`src/design/lcd_draw_command_sequencer_top_macros.svh`:
```
// Assertion macros shared by the sequencer modules.
`ifndef LCD_DRAW_COMMAND_SEQUENCER_TOP_MACROS_SVH
`define LCD_DRAW_COMMAND_SEQUENCER_TOP_MACROS_SVH

// Clocked on clk_i and disabled while rst_ni is low.
`define LCDSEQ_ASSERT_RST(lbl, prop, msg) \
  lbl: assert property (@(posedge clk_i) disable iff (!rst_ni) prop) \
    else $error(msg);

// Same-cycle implication.
`define LCDSEQ_ASSERT_IMPL(lbl, ante, cons, msg) \
  `LCDSEQ_ASSERT_RST(lbl, (ante) |-> (cons), msg)

`endif

```
`src/design/lcdseq_pkg.sv`:
```
package lcdseq_pkg;

  localparam logic [2:0] ACT_PIXEL = 3'd0;
  localparam logic [2:0] ACT_FILL  = 3'd1;
  localparam logic [2:0] ACT_CHAR  = 3'd2;
  localparam logic [2:0] ACT_ROT   = 3'd3;
  localparam logic [2:0] ACT_NEXT  = 3'd4;
  localparam logic [2:0] ACT_LOAD  = 3'd5;

  localparam logic REG_GLYPH_W = 1'b0;
  localparam logic REG_GLYPH_H = 1'b1;

  localparam logic [7:0] CMD_CASET  = 8'h2A;
  localparam logic [7:0] CMD_RASET  = 8'h2B;
  localparam logic [7:0] CMD_RAMWR  = 8'h2C;
  localparam logic [7:0] CMD_MADCTL = 8'h36;

  localparam logic [7:0] CHAR_FIRST = 8'd32;
  localparam logic [7:0] CHAR_LAST  = 8'd126;

  localparam int unsigned FADDR_W = 14;

  localparam logic [3:0] WB_CASET = 4'd0;
  localparam logic [3:0] WB_XS_HI = 4'd1;
  localparam logic [3:0] WB_XS    = 4'd2;
  localparam logic [3:0] WB_XE_HI = 4'd3;
  localparam logic [3:0] WB_XE    = 4'd4;
  localparam logic [3:0] WB_RASET = 4'd5;
  localparam logic [3:0] WB_YS_HI = 4'd6;
  localparam logic [3:0] WB_YS    = 4'd7;
  localparam logic [3:0] WB_YE_HI = 4'd8;
  localparam logic [3:0] WB_YE    = 4'd9;
  localparam logic [3:0] WB_RAMWR = 4'd10;

  typedef enum logic [2:0] {
    SRC_WIN,
    SRC_PIX_HI,
    SRC_PIX_LO,
    SRC_ROT_CMD,
    SRC_ROT_DATA
  } src_e;

  typedef struct packed {
    logic       start_pixel;
    logic       start_fill;
    logic       start_char;
    logic       start_rot;
    logic       font_load;
    logic       emit;
    src_e       src;
    logic [3:0] win_idx;
    logic       pix_step;
  } ctrl_cmd_t;

  typedef struct packed {
    logic pix_ok;
    logic char_ok;
    logic pix_last;
    logic out_free;
  } dp_stat_t;

  function automatic logic [7:0] madctl_of(input logic [1:0] rot);
    logic [7:0] m;
    unique case (rot)
      2'd0:    m = 8'hC0;
      2'd1:    m = 8'h80;
      2'd2:    m = 8'h00;
      default: m = 8'h40;
    endcase
    return m;
  endfunction

endpackage

```
`src/design/lcdseq_ctrl.sv`:
```
module lcdseq_ctrl (
  input  logic                   clk_i,
  input  logic                   rst_ni,
  input  logic                   in_valid_i,
  input  logic [2:0]             action_i,
  input  lcdseq_pkg::dp_stat_t   stat_i,
  output logic                   in_stall_o,
  output lcdseq_pkg::ctrl_cmd_t  cmd_o
);

  typedef enum logic [2:0] {
    S_IDLE,
    S_WIN,
    S_PIX,
    S_RD,
    S_CALC,
    S_ROTC,
    S_ROTD
  } state_e;

  state_e     state_q, state_d;
  logic [3:0] win_idx_q, win_idx_d;
  logic       low_half_q, low_half_d;
  logic       ready, acc, is_next;

  always_comb begin
    ready = (state_q != S_RD) && (state_q != S_CALC) && stat_i.out_free;
  end

  assign in_stall_o = !ready;
  assign acc        = in_valid_i && ready;
  assign is_next    = acc && (action_i == lcdseq_pkg::ACT_NEXT);

  always_comb begin
    state_d    = state_q;
    win_idx_d  = win_idx_q;
    low_half_d = low_half_q;
    cmd_o      = '0;
    cmd_o.src  = lcdseq_pkg::SRC_WIN;
    cmd_o.win_idx = win_idx_q;
    cmd_o.font_load = acc && (action_i == lcdseq_pkg::ACT_LOAD);
    unique case (state_q)
      S_IDLE: begin
        if (acc) begin
          unique case (action_i)
            lcdseq_pkg::ACT_PIXEL: begin
              if (stat_i.pix_ok) begin
                cmd_o.start_pixel = 1'b1;
                state_d = S_WIN;
              end
            end
            lcdseq_pkg::ACT_FILL: begin
              cmd_o.start_fill = 1'b1;
              state_d = S_WIN;
            end
            lcdseq_pkg::ACT_CHAR: begin
              if (stat_i.char_ok) begin
                cmd_o.start_char = 1'b1;
                state_d = S_WIN;
              end
            end
            lcdseq_pkg::ACT_ROT: begin
              cmd_o.start_rot = 1'b1;
              state_d = S_ROTC;
            end
            default: ;
          endcase
          win_idx_d  = lcdseq_pkg::WB_CASET;
          low_half_d = 1'b0;
        end
      end
      S_WIN: begin
        if (is_next) begin
          cmd_o.emit = 1'b1;
          if (win_idx_q == lcdseq_pkg::WB_RAMWR) begin
            state_d = S_PIX;
          end else begin
            win_idx_d = win_idx_q + 4'd1;
          end
        end
      end
      S_PIX: begin
        if (is_next) begin
          state_d = S_RD;
        end
      end
      S_RD: begin
        state_d = S_CALC;
      end
      S_CALC: begin
        cmd_o.emit     = 1'b1;
        cmd_o.src      = low_half_q ? lcdseq_pkg::SRC_PIX_LO : lcdseq_pkg::SRC_PIX_HI;
        cmd_o.pix_step = low_half_q;
        low_half_d     = !low_half_q;
        state_d        = (low_half_q && stat_i.pix_last) ? S_IDLE : S_PIX;
      end
      S_ROTC: begin
        if (is_next) begin
          cmd_o.emit = 1'b1;
          cmd_o.src  = lcdseq_pkg::SRC_ROT_CMD;
          state_d    = S_ROTD;
        end
      end
      S_ROTD: begin
        if (is_next) begin
          cmd_o.emit = 1'b1;
          cmd_o.src  = lcdseq_pkg::SRC_ROT_DATA;
          state_d    = S_IDLE;
        end
      end
      default: state_d = S_IDLE;
    endcase
  end

  always_ff @(posedge clk_i or negedge rst_ni) begin
    if (!rst_ni) begin
      state_q    <= S_IDLE;
      win_idx_q  <= lcdseq_pkg::WB_CASET;
      low_half_q <= 1'b0;
    end else begin
      state_q    <= state_d;
      win_idx_q  <= win_idx_d;
      low_half_q <= low_half_d;
    end
  end

  `include "lcd_draw_command_sequencer_top_macros.svh"

  `LCDSEQ_ASSERT_RST(a_rd_then_calc, (state_q == S_RD) |=> (state_q == S_CALC), "read not followed by colour step")
  `LCDSEQ_ASSERT_IMPL(a_win_idx_range, state_q == S_WIN, win_idx_q <= lcdseq_pkg::WB_RAMWR, "window index out of range")

endmodule

```
`config.mk`:
```
export PLATFORM = sky130hd
export DESIGN_NAME = lcdseq_ctrl
export DESIGN_NICKNAME = d
export VERILOG_FILES = /design/src/design/lcdseq_pkg.sv /design/src/design/lcdseq_ctrl.sv
export VERILOG_INCLUDE_DIRS = /design/src /design/src/design
export SDC_FILE = /design/constraint.sdc
export NUM_CORES = 1
export LEC_CHECK = 0
export ABC_AREA = 0
export BUFFER_PORTS_ARGS = -buffer_cell sky130_fd_sc_hd__buf_2
export CAP_MARGIN = 40
export CORE_UTILIZATION = 30
export DETAILED_ROUTE_END_ITERATION = 7
export GPL_TIMING_DRIVEN = 0
export SLEW_MARGIN = 40
export SYNTH_ARGS = -nofsm -noshare
export SYNTH_HDL_FRONTEND = slang
export SYNTH_SLANG_ARGS = --single-unit
```
`constraint.sdc`:
```
create_clock -name clk_i -period 2.1 [get_ports clk_i]
set_input_delay 0.21 -clock clk_i [delete_from_list [all_inputs] [get_ports clk_i]]
set_output_delay 0.21 -clock clk_i [all_outputs]
set_load 0.05 [all_outputs]
```
==> metrics.csv, run 1 <==
stage;metric;value;unit
status;status;completed;
timing;slew_violations;0;
layout;final_cell_count_no_fill;140;
power;vdd_ir_drop_max;0.395;mV
power;leakage;0.402;nW
layout;area_delta_synth_final;41.4;%
timing;timing.slew.headroom;69.5;%
synthesis;synth_largest_area_cell;dfrtp_1;
placement;placed_cells;133;
run;drv_cap;0;
timing;finalHoldViolCount;0;
timing;post-route-min-period;2040;ps
global_route;grt_pass1_vias;579;
synthesis;synth_cells;82;
layout;layout-drive-gt1-share;35.4;%
clock_network;cts_root_buf;clkbuf_4;
timing;worst_pin_slew;458;ps
synthesis;netlist_area;628;sq um
global_route;grt_remaining_overflow;0;
placement;place_area;805;sq um
synthesis;synth_edf_count;0;
timing;fmax;490;MHz
layout;post-route-util;45.3;%
drt;drc;0;
power;powerDensity;718;mW/mm^2
timing;setup_viol_count_final;0;
global_route;grt_util_all_layers;16.0;%
worst_setup_path;end_kind;register;
synthesis;yosysUniqueCellTypes;31;
clock_network;cts_sinks;8;
floorplan;dieHeight;47.8;um
synthesis;syn_nets;94;
drt;met2_length;765;um
drt;routed.top_layer;met4;
placement;port-buffer-count;24;
floorplan;dieArea;0.00228;sq mm
drt;wire_per_inst;11.6;um
worst_setup_path;critPathRequiredTime;2280;ps
clock_network;cts_buffers;3;
drt;first_iter_violations;7;
layout;ff_latch_area;203;sq um
placement;dp_hpwl;1210;um
layout;n_antenna_cell;0;
synthesis;ys_seq_area_share;31.9;%
synthesis;synth_seq_cells;8;
clock_network;htreeDepth;1;
layout;fin_area;888;sq um
drt;vias;703;
global_route;grt_pass1_wl;2470;um
timing;fin_crit_sh;97.1;%
global_route;grt_max_degree;11;
clock_network;cts_tree;built;
drt;wl;1630;um
layout;nFillCells;221;
timing;skew;0.306;ps
drt;dr.pass1.iters;4;
synthesis;synthArstFlopShare;100;%
synthesis;synth_commonest_cells;8 x dfrtp_1, 8 x nand2_1, 8 x nor2_1;
floorplan;num_rows;16;
worst_setup_path;crit_type;register to register;
placement;place.gp.congestion;0.797;
synthesis;synth_top_area_share;31.9;%
min_path;hp-class;input port to register;
worst_setup_path;critPathArrivalTime;2220;ps
drt;ant_nets;0;
synthesis;synth_area_per_cell;7.66;sq um
worst_setup_path;cp-start-kind;register;
synthesis;synthTopCellsByArea;dfrtp_1 32%, a21oi_1 4.8%, o21ai_0 4.8%, nand2_1 4.8%, nor2_1 4.8%;
layout;multi_input_area;439;sq um
drt;vias_per_cell;5.02;
clock_network;clk_latency;250;ps
clock_network;cts_max_path_buffers;2;
floorplan;core;0.00196;sq mm
clock_network;clkTransAtPathRegs;60;ps
floorplan;fp.dieW;47.8;um
floorplan;initial_utilization;32.0;%
drt;wl_met3;76;um
global_route;grt_antenna_before_repair;0;
drt;met1Wirelength;780;um
layout;layout.nets;126;
synthesis;yosys_warnings;0;
synthesis;ys.flop_type;dfrtp_1;
worst_setup_path;cp_max_fo;8;
floorplan;pin_count;25;
[final timing paths]
| path | startpoint | end | slack (ps) | cells after the start |
|---|---|---|---|---|
| max | win_idx_q[0] | win_idx_q[3] | 60 | 7 |
| min in group asynchronous | rst_ni | win_idx_q[0] | 320 | 2 |
| min reg2reg | low_half_q | low_half_q | 550 | 1 |
| min | stat_i[0] | state_q[2] | 270 | 3 |
| max reg2reg | win_idx_q[0] | win_idx_q[3] | 60 | 7 |
| max in group asynchronous | rst_ni | win_idx_q[1] | 1600 | 2 |
[repair_timing]
action,4_1_cts,5_1_grt
pin swaps,0,1
endpoints found under the setup margin,4,6
setup buffers,0,2
endpoints found under the hold margin,8,0
gates resized for setup,3,7
hold buffers,1,0
[cell type report]
| cell class | count | share of cell area [%] |
|---|---|---|
| plain buffers | 4 | 1.97 |
| clock buffers | 4 | 2.96 |
| inverters | 3 | 1.27 |
| multi-input cells | 67 | 49.4 |
| well taps | 27 | 3.80 |
| repair buffers | 27 | 17.7 |
| flip-flops and latches | 8 | 22.8 |
[kinds of logic (layout without fill, tap and decap cells)]
group,count (synthesis),after routing,synth area share [%]
AND/OR/NAND/NOR,44,44,38.8
AO/OA/AOI/OAI,21,21,20.9
flip-flops,8,8,31.9
buffers and inverters,7,38,4.38
adder cells (fa/ha/maj),2,2,3.98
[flip-flops by register name (all words and copies together) (netlist names)]
| signal | cells |
|---|---|
| win_idx_q | 4 |
| state_q | 3 |
| low_half_q | 1 |
[layer usage]
| metal | global-route usage [%] | vias to the layer above |
|---|---|---|
| met4 | 11.1 | 0 |
| li1 | - | 364 |
| met5 | 0 | - |
| met2 | 24.3 | 18 |
| met1 | 20.5 | 319 |
| met3 | 2.64 | 2 |
[where the power goes]
group          leakage (nW)  total, mW  switching, mW  internal [mW]
Sequential            0.101      0.218         0.0354          0.182
Combinational         0.286      0.291          0.192         0.0993
Clock                0.0150      0.129         0.0556         0.0729
[critical path, cell delays in order, from the launching register on]
cell and delay [ps]:
dfrtp_2 390, inv_1 50, ha_1 190, and3b_1 200, or4b_1 470, clkbuf_2 160, or3_1 350, a21oi_1 150
[through the flow]
step | hold slack [ps] | worst slack [ps] | setup TNS [ps] | power [mW]
floorplan | -85.6 | -93.1 | -93.1 | 0.418
global placement | 62.3 | 102 | 0 | 0.490
detailed placement | 63.7 | 67.7 | 0 | 0.492
CTS | 258 | 18.4 | 0 | 0.628
global route | 262 | -18.1 | -18.1 | 0.698
finish | 266 | 60.2 | 0 | 0.638
[cells in the final DEF, fill, tap and decap left out, types with 2 or more instances in the layout]
cell type,Yosys,routed
nor2_1,8,8
buf_4,0,2
ha_1,2,2
a21oi_1,6,6
o21ai_0,6,6
dfrtp_1,8,6
buf_2,0,22
nor3_1,5,3
nand3_1,5,5
nand2b_1,3,3
clkbuf_2,1,2
inv_1,3,3
o21bai_1,2,2
nand2_1,8,8
buf_6,0,2
dfrtp_2,0,2
or3_1,4,4
clkbuf_4,0,3
clkbuf_1,3,3
(Power assumes the default switching activity.)
==> inputs of run 2 (changes only) <==
--- a/config.mk
+++ b/config.mk
@@ -9,9 +9,11 @@
 export ABC_AREA = 0
 export BUFFER_PORTS_ARGS = -buffer_cell sky130_fd_sc_hd__buf_2
 export CAP_MARGIN = 40
-export CORE_UTILIZATION = 30
+export CORE_UTILIZATION = 46
 export DETAILED_ROUTE_END_ITERATION = 7
 export GPL_TIMING_DRIVEN = 0
+export HOLD_SLACK_MARGIN = 0.12
+export PLACE_DENSITY = 0.76
 export SLEW_MARGIN = 40
 export SYNTH_ARGS = -nofsm -noshare
 export SYNTH_HDL_FRONTEND = slang
==> run 2 against run 1 <==
Largest cell class unchanged. Sequential power about the same. Critical path type unchanged. Highest routed layer unchanged. First-iteration DRC count increased to 3.0 times the previous value. Combinational power about the same.
==> metrics.csv, run 2 (synthesized netlist as in run 1, its figures left out) <==
stage;metric;value;unit;change
power;power;0.644;mW;was 0.638 mW
drt;dr.pass1.iters;4;;unchanged
drt;met2_length;785;um;was 765 um
drt;met1Wirelength;752;um;was 780 um
layout;mostFrequentLayoutCells;21 x buf_2, 8 x nand2_1, 8 x nor2_1;;was 22 x buf_2, 8 x nand2_1, 8 x nor2_1
drt;routed.top_layer;met4;;unchanged
placement;place.gp.congestion;0.800;;was 0.797
layout;reg_top3;win_idx_q x4, state_q x3, low_half_q x1;;unchanged
clock_network;clk_latency;260;ps;was 250 ps
layout;layout.nets;126;;unchanged
timing;timing.slew.headroom;70.1;%;was 69.5%
placement;place_area;788;sq um;was 805 sq um
clock_network;cts_buffers;3;;unchanged
clock_network;clkTransAtPathRegs;60;ps;about the same
timing;post-route-min-period;2030;ps;was 2040 ps
global_route;grt_util_all_layers;24.8;%;was 16.0%
floorplan;fp.dieW;39.0;um;was 47.8 um
worst_setup_path;path_cells;inv_1, ha_1, and3b_1, or4b_1, buf_2, or3_4, a21oi_2;;was inv_1, ha_1, and3b_1, or4b_1, clkbuf_2, or3_1, a21oi_1
drt;wl;1640;um;was 1630 um
timing;finalHoldViolCount;0;;unchanged
layout;fin_area;873;sq um;was 888 sq um
run;drv_cap;0;;unchanged
floorplan;pin_count;25;;unchanged
timing;fmax;492;MHz;was 490 MHz
placement;port-buffer-count;24;;unchanged
placement;dp_hpwl;1180;um;was 1210 um
power;seq_power_share;34.0;%;was 34.1%
drt;vias_per_cell;5.55;;was 5.02
power;leakage;0.387;nW;was 0.402 nW
layout;layout_commonest_cell;buf_2;;unchanged
power;p_clk_share;20.4;%;was 20.2%
timing;setup_viol_count_final;0;;unchanged
clock_network;htreeDepth;1;;unchanged
drt;first_iter_violations;21;;was 7
drt;wl_met3;92;um;was 76 um
power;p_switching;0.289;mW;was 0.283 mW
timing;worst_pin_slew;444;ps;was 458 ps
timing;fin_crit_sh;96.9;%;was 97.1%
floorplan;dieHeight;39.0;um;was 47.8 um
timing;skew;0.748;ps;was 0.306 ps
floorplan;num_rows;12;;was 16
drt;vias;705;;was 703
layout;layout-drive-gt1-share;37.2;%;was 35.4%
worst_setup_path;critPathRequiredTime;2290;ps;was 2280 ps
min_path;hp-class;input port to register;;unchanged
floorplan;initial_utilization;53.0;%;was 32.0%
global_route;grt_pass1_vias;586;;was 579
power;p_int;0.354;mW;was 0.355 mW
drt;ant_nets;0;;unchanged
layout;post-route-util;73.6;%;was 45.3%
timing;rsz0062_at_grt;yes;;
layout;largest_reg_flops;4;;unchanged
worst_setup_path;crit_family;simple AND/OR/NAND/NOR gates;;unchanged
clock_network;cts_sinks;8;;unchanged
power;netSwitchingFraction;44.9;%;was 44.4%
power;vdd_ir_drop_max;0.514;mV;was 0.395 mV
worst_setup_path;end_kind;register;;unchanged
global_route;grt_remaining_overflow;0;;unchanged
global_route;grt_max_degree;11;;unchanged
timing;holdWs;263;ps;was 266 ps
layout;n_antenna_cell;0;;unchanged
layout;regMostFlops;win_idx_q;;unchanged
clock_network;cts_tree;built;;unchanged
floorplan;core;0.00119;sq mm;was 0.00196 sq mm
timing;slew_violations;0;;unchanged
worst_setup_path;critPathArrivalTime;2230;ps;was 2220 ps
worst_setup_path;crit_slowest_cell;or4b_1;;unchanged
drt;wire_per_inst;12.9;um;was 11.6 um
worst_setup_path;cp_max_fo;8;;unchanged
worst_setup_path;cp-start-kind;register;;unchanged
drt;drc;0;;unchanged
global_route;grt_antenna_before_repair;0;;unchanged
power;comb_power_share;45.7;%;about the same
clock_network;cts_root_buf;clkbuf_4;;unchanged
clock_network;cts_max_path_buffers;2;;unchanged
worst_setup_path;crit_type;register to register;;unchanged
power;powerDensity;737;mW/mm^2;was 718 mW/mm^2
global_route;grt_pass1_wl;2550;um;was 2470 um
worst_setup_path;path_buf_inv;2;;unchanged
layout;area_delta_synth_final;39.0;%;was 41.4%
status;status;completed;;unchanged
floorplan;dieArea;0.00152;sq mm;was 0.00228 sq mm
worst_setup_path;cp_slowest_stage_delay;450;ps;was 470 ps
## run 2: tightest hold or removal path, stage by stage
cell and delay [ps]:
buf_2 120, nand4_1 80, a32oi_1 70
## run 2: power by group through the flow
stage                     sequential [mW]  combinational, mW  clock, mW
after global routing                0.222              0.326      0.144
final                               0.219              0.294      0.131
after floorplan                     0.218              0.200          0
after CTS                           0.216              0.279      0.131
after global placement              0.217              0.267          0
after detailed placement            0.218              0.273          0
## run 2: worst paths after layout
| check | start | end | slack [ps] | cells after the start |
|---|---|---|---|---|
| worst min-delay path | stat_i[0] | state_q[2] | 260 | 3 |
| min in group asynchronous | rst_ni | win_idx_q[2] | 310 | 2 |
| max in group asynchronous | rst_ni | win_idx_q[0] | 1610 | 2 |
| worst max register to register | win_idx_q[0] | win_idx_q[3] | 70 | 7 |
| worst max-delay path | win_idx_q[0] | win_idx_q[3] | 70 | 7 |
| worst min register to register | win_idx_q[0] | win_idx_q[0] | 550 | 1 |
## run 2: layout make-up
class	instances	area [sq um]
plain buffers	4	17.5
multi-input cells	67	435
inverters	3	11.3
clock buffers	4	26.3
flip-flops and latches	8	203
well taps	14	17.5
repair buffers	27	163
fillers	100	313
## run 2: through the flow
| stage | setup slack, ps | TNS (ps) | instances |
|---|---|---|---|
| after floorplan | -93.1 | -93.1 | 82 |
| after global placement | 131 | 0 | 120 |
| after detailed placement | 102 | 0 | 120 |
| after CTS | 27.9 | 0 | 125 |
| after global routing | -33.9 | -33.9 | 127 |
| final | 65.6 | 0 | 127 |
## run 2: metal layers
layer  track usage [%]  vias up
met5                 0        -
met1              32.9      317
met3              8.67        2
met2              39.6       23
li1                  -      363
met4              2.59        0
## run 2: timing repair
item,CTS,global route
gates resized for setup,3,10
setup buffers,0,2
hold buffers,1,0
endpoints found under the setup margin,4,7
endpoints found under the hold margin,8,0
==> inputs of run 3 (changes only) <==
--- a/config.mk
+++ b/config.mk
@@ -8,8 +8,9 @@
 export LEC_CHECK = 0
 export ABC_AREA = 0
 export BUFFER_PORTS_ARGS = -buffer_cell sky130_fd_sc_hd__buf_2
-export CAP_MARGIN = 40
+export CAP_MARGIN = 20
 export CORE_UTILIZATION = 46
+export CTS_BUF_LIST = sky130_fd_sc_hd__clkbuf_4 sky130_fd_sc_hd__clkbuf_8 sky130_fd_sc_hd__clkbuf_16
 export DETAILED_ROUTE_END_ITERATION = 7
 export GPL_TIMING_DRIVEN = 0
 export HOLD_SLACK_MARGIN = 0.12
==> constraint.sdc (replaced) <==
create_clock -name clk_i -period 2.1 [get_ports clk_i]
set_input_delay 0.63 -clock clk_i [delete_from_list [all_inputs] [get_ports clk_i]]
set_output_delay 0.63 -clock clk_i [all_outputs]
set_load 0.05 [all_outputs]
==> run 3 against run 2 <==
The flow now stops in global routing. Area after synthesis did not move. Synthesized cell count did not move.
==> metrics.csv, run 3 <==
stage;metric;value;unit;change
status;status;did not finish;;was completed
status;stop_stage;global routing;;
status;stop_error;[ERROR DPL-0038] Utilization greater than 100%, impossible to legalize;;
clock_network;cts_buffers;3;;unchanged
floorplan;initial_utilization;53.0;%;unchanged
clock_network;cts_sinks;8;;unchanged
synthesis;synthTopCellsByArea;dfrtp_1 32%, a21oi_1 4.8%, o21ai_0 4.8%, nand2_1 4.8%, nor2_1 4.8%;;unchanged
placement;dp_slack;-422;ps;was 102 ps
timing;grt_worst_setup_endpoint;cmd_o[13];;
floorplan;pin_count;25;;unchanged
synthesis;synth_largest_area_cell;dfrtp_1;;unchanged
synthesis;ys.flop_type;dfrtp_1;;unchanged
global_route;grt_max_degree;11;;
clock_network;cts_max_path_buffers;2;;unchanged
placement;dp_hpwl;1390;um;was 1180 um
synthesis;synthArstFlopShare;100;%;unchanged
synthesis;synth_area_per_cell;7.66;sq um;unchanged
synthesis;synth_commonest_cells;8 x dfrtp_1, 8 x nand2_1, 8 x nor2_1;;unchanged
synthesis;yosysUniqueCellTypes;31;;unchanged
placement;place.gp.congestion;0.766;;was 0.800
placement;port-buffer-count;24;;unchanged
synthesis;syn_nets;94;;unchanged
clock_network;hold_buffers;0;;was 1
floorplan;num_rows;12;;unchanged
timing;worst_endpoint_kind;output port;;
floorplan;dieHeight;39.0;um;unchanged
synthesis;synth_top_area_share;31.9;%;unchanged
synthesis;synth_seq_cells;8;;unchanged
clock_network;htreeDepth;1;;unchanged
synthesis;synth_edf_count;0;;unchanged
synthesis;netlist_area;628;sq um;unchanged
synthesis;synth_cells;82;;unchanged
clock_network;cts_root_buf;clkbuf_4;;unchanged
synthesis;yosys_warnings;0;;unchanged
floorplan;fp.dieW;39.0;um;unchanged
synthesis;ys_seq_area_share;31.9;%;unchanged
run 3: kinds of logic after synthesis:
logic type,count (synthesis),share of synthesized area [%]
AO/OA/AOI/OAI,21,20.9
adder cells (fa/ha/maj),2,3.98
buffers and inverters,7,4.38
flip-flops,8,31.9
AND/OR/NAND/NOR,44,38.8
run 3: through the flow:
step	hold WS, ps	util [%]	cell area [sq um]	TNS (ps)	std cells
detailed placement	486	74.8	887	-3130	120
floorplan	334	-	749	-1200	82
CTS	192	94.1	1120	-1800	130
global placement	474	74.8	887	-2900	120
run 3: timing repair:
action | CTS
resized for setup | 47
setup buffers | 6
hold endpoints to repair | 0
pin swaps | 11
endpoints found under the setup margin | 11
gates cloned | 0
==> inputs of run 4 (changes only) <==
--- a/config.mk
+++ b/config.mk
@@ -9,12 +9,11 @@
 export ABC_AREA = 0
 export BUFFER_PORTS_ARGS = -buffer_cell sky130_fd_sc_hd__buf_2
 export CAP_MARGIN = 20
-export CORE_UTILIZATION = 46
-export CTS_BUF_LIST = sky130_fd_sc_hd__clkbuf_4 sky130_fd_sc_hd__clkbuf_8 sky130_fd_sc_hd__clkbuf_16
+export CORE_AREA = 2 2 63 65
 export DETAILED_ROUTE_END_ITERATION = 7
+export DIE_AREA = 0 0 65 67
 export GPL_TIMING_DRIVEN = 0
-export HOLD_SLACK_MARGIN = 0.12
-export PLACE_DENSITY = 0.76
+export PLACE_DENSITY_LB_ADDON = 0.15
 export SLEW_MARGIN = 40
 export SYNTH_ARGS = -nofsm -noshare
 export SYNTH_HDL_FRONTEND = slang
==> run 4 against run 3 <==
The flow now finishes, with violations (negative setup slack).
==> metrics.csv, run 4 (synthesized netlist as in run 1, its figures left out) <==
stage;metric;value;unit;change
status;status;finished, violations left;;was did not finish
status;violations;negative setup slack;;
layout;layout_commonest_cell;buf_4;;
timing;finalHoldViolCount;0;;
timing;slew_violations;0;;
layout;area_delta_synth_final;114;%;
power;power;0.976;mW;
drt;dr.pass1.iters;4;;
placement;port-buffer-count;24;;unchanged
power;comb_power_share;55.7;%;
global_route;grt_pass1_vias;733;;
floorplan;dieArea;0.00436;sq mm;
layout;n_antenna_cell;0;;
global_route;grt_pass1_wl;3470;um;
worst_setup_path;reg2reg_depth;6;;
worst_setup_path;regToRegEndpoint;win_idx_q[3];;
clock_network;htreeDepth;1;;unchanged
power;vdd_ir_drop_max;0.238;mV;
placement;place_area;930;sq um;was 887 sq um
clock_network;hold_buffers;0;;unchanged
layout;largest_reg_flops;4;;
placement;place.gp.congestion;0.748;;was 0.766
timing;fin_crit_sh;114;%;
placement;dp_slack;-439;ps;was -422 ps
global_route;grt_antenna_before_repair;0;;
clock_network;cts_root_buf;clkbuf_8;;was clkbuf_4
timing;setup_viol_count_final;9;;
clock_network;cts_max_path_buffers;2;;unchanged
worst_setup_path;end_kind;primary output;;
power;seq_power_share;23.7;%;
power;p_int;0.568;mW;
min_path;hp-class;input port to asynchronous set/reset pin;;
clock_network;clk_latency;230;ps;
clock_network;cts_sinks;8;;unchanged
layout;mostFrequentLayoutCells;17 x buf_4, 9 x buf_2, 9 x buf_6;;
drt;vias;793;;
power;netSwitchingFraction;41.8;%;
power;powerDensity;728;mW/mm^2;
timing;timing.slew.headroom;72.1;%;
timing;post-route-min-period;2390;ps;
drt;first_iter_violations;16;;
layout;nFillCells;378;;
clock_network;clkTransAtPathRegs;40;ps;
worst_setup_path;cp_max_fo;5;;
worst_setup_path;reg2reg_slack;90;ps;
run;drv_cap;0;;
drt;drc;0;;
drt;wl;2120;um;
worst_setup_path;cp-start-kind;register;;
floorplan;dieHeight;67;um;was 39.0 um
global_route;grt_remaining_overflow;0;;
drt;vias_per_cell;4.53;;
placement;placed_cells;154;;was 120
floorplan;num_rows;22;;was 12
clock_network;cts_tree;built;;
floorplan;initial_utilization;17.4;%;was 53.0%
power;p_clk_share;20.5;%;
floorplan;pin_count;25;;unchanged
floorplan;fp.dieW;65;um;was 39.0 um
power;p_switching;0.408;mW;
layout;fin_area;0.00134;sq mm;
global_route;grt_max_degree;11;;
timing;holdWs;228;ps;
drt;ant_nets;0;;
layout;reg_top3;win_idx_q x4, state_q x3, low_half_q x1;;
timing;rsz0062_at_grt;yes;;
layout;layout.nets;140;;
floorplan;core;0.00361;sq mm;
layout;regMostFlops;win_idx_q;;
global_route;grt_util_all_layers;10.6;%;
worst_setup_path;critPathArrivalTime;1760;ps;
drt;wire_per_inst;12.1;um;
placement;dp_hpwl;1490;um;was 1390 um
timing;setup_ws;-288;ps;
worst_setup_path;critPathRequiredTime;1470;ps;
power;leakage;0.567;nW;
clock_network;cts_buffers;3;;unchanged
timing;skew;2.00;ps;
worst_setup_path;r2r_start;win_idx_q[1];;
timing;worst_pin_slew;415;ps;
timing;fmax;419;MHz;
layout;layout-drive-gt1-share;62.2;%;
worst_setup_path;crit_type;register to primary output;;
layout;final_cell_count_no_fill;175;;
## run 4: repair_timing
item                       4_1_cts  5_1_grt
pin swaps                       10       14
resized for setup               48       24
buffers inserted                 7       11
setup endpoints to repair       11       13
## run 4: metal layers
metal  up-vias  routed length [um]  part of all wire, %  global-route usage, %
met1       368                 918                   43                   14.5
met2        26                1030                   49                   15.7
met4         0                  58                  2.7                   5.59
li1        392                   -                    -                      -
met3         7                 111                  5.2                   1.69
met5         -                   0                    0                      0
## run 4: stage by stage
step | TNS (ps) | util, %
after detailed placement | -3270 | 25.8
after global placement | -3240 | 25.8
final | -1430 | 37.2
after floorplan | -1200 | -
after CTS | -1620 | 32.5
after global routing | -1920 | 37.2
## run 4: power groups by stage
stage / registers, mW / clock network (mW) / logic (mW)
floorplan: 0.219 / 0 / 0.246
global placement: 0.224 / 0 / 0.332
detailed placement: 0.223 / 0 / 0.330
CTS: 0.218 / 0.206 / 0.436
global route: 0.236 / 0.219 / 0.584
finish: 0.232 / 0.201 / 0.544
## run 4: how the worst max path moves through the flow
stage / endpoint / from / depth (start not counted) / slack [ps]
global placement: cmd_o[13] / stat_i[0] / 5 / -430
finish: cmd_o[12] / state_q[2] / 5 / -290
floorplan: cmd_o[13] / in_valid_i / 3 / -260
CTS: cmd_o[13] / state_q[0] / 4 / -370
detailed placement: cmd_o[13] / stat_i[0] / 5 / -440
global route: cmd_o[13] / state_q[2] / 4 / -340
## run 4: worst max-delay path, cell delays in order (launching register included)
cell	delay, ps
dfrtp_1	380
or2_4	260
or4_4	480
buf_4	170
nor2_4	80
buf_8	150
## run 4: area by class of cell
| type | instances | area [sq um] | area share [%] |
|---|---|---|---|
| Buffer | 4 | 42.5 | 3.17 |
| Clock buffer | 4 | 45.0 | 3.36 |
| Inverter | 3 | 11.3 | 0.840 |
| Multi-Input combinational cell | 67 | 599 | 44.7 |
| Sequential cell | 8 | 204 | 15.2 |
| Tap cell | 48 | 60.1 | 4.48 |
| Timing Repair Buffer | 41 | 379 | 28.3 |
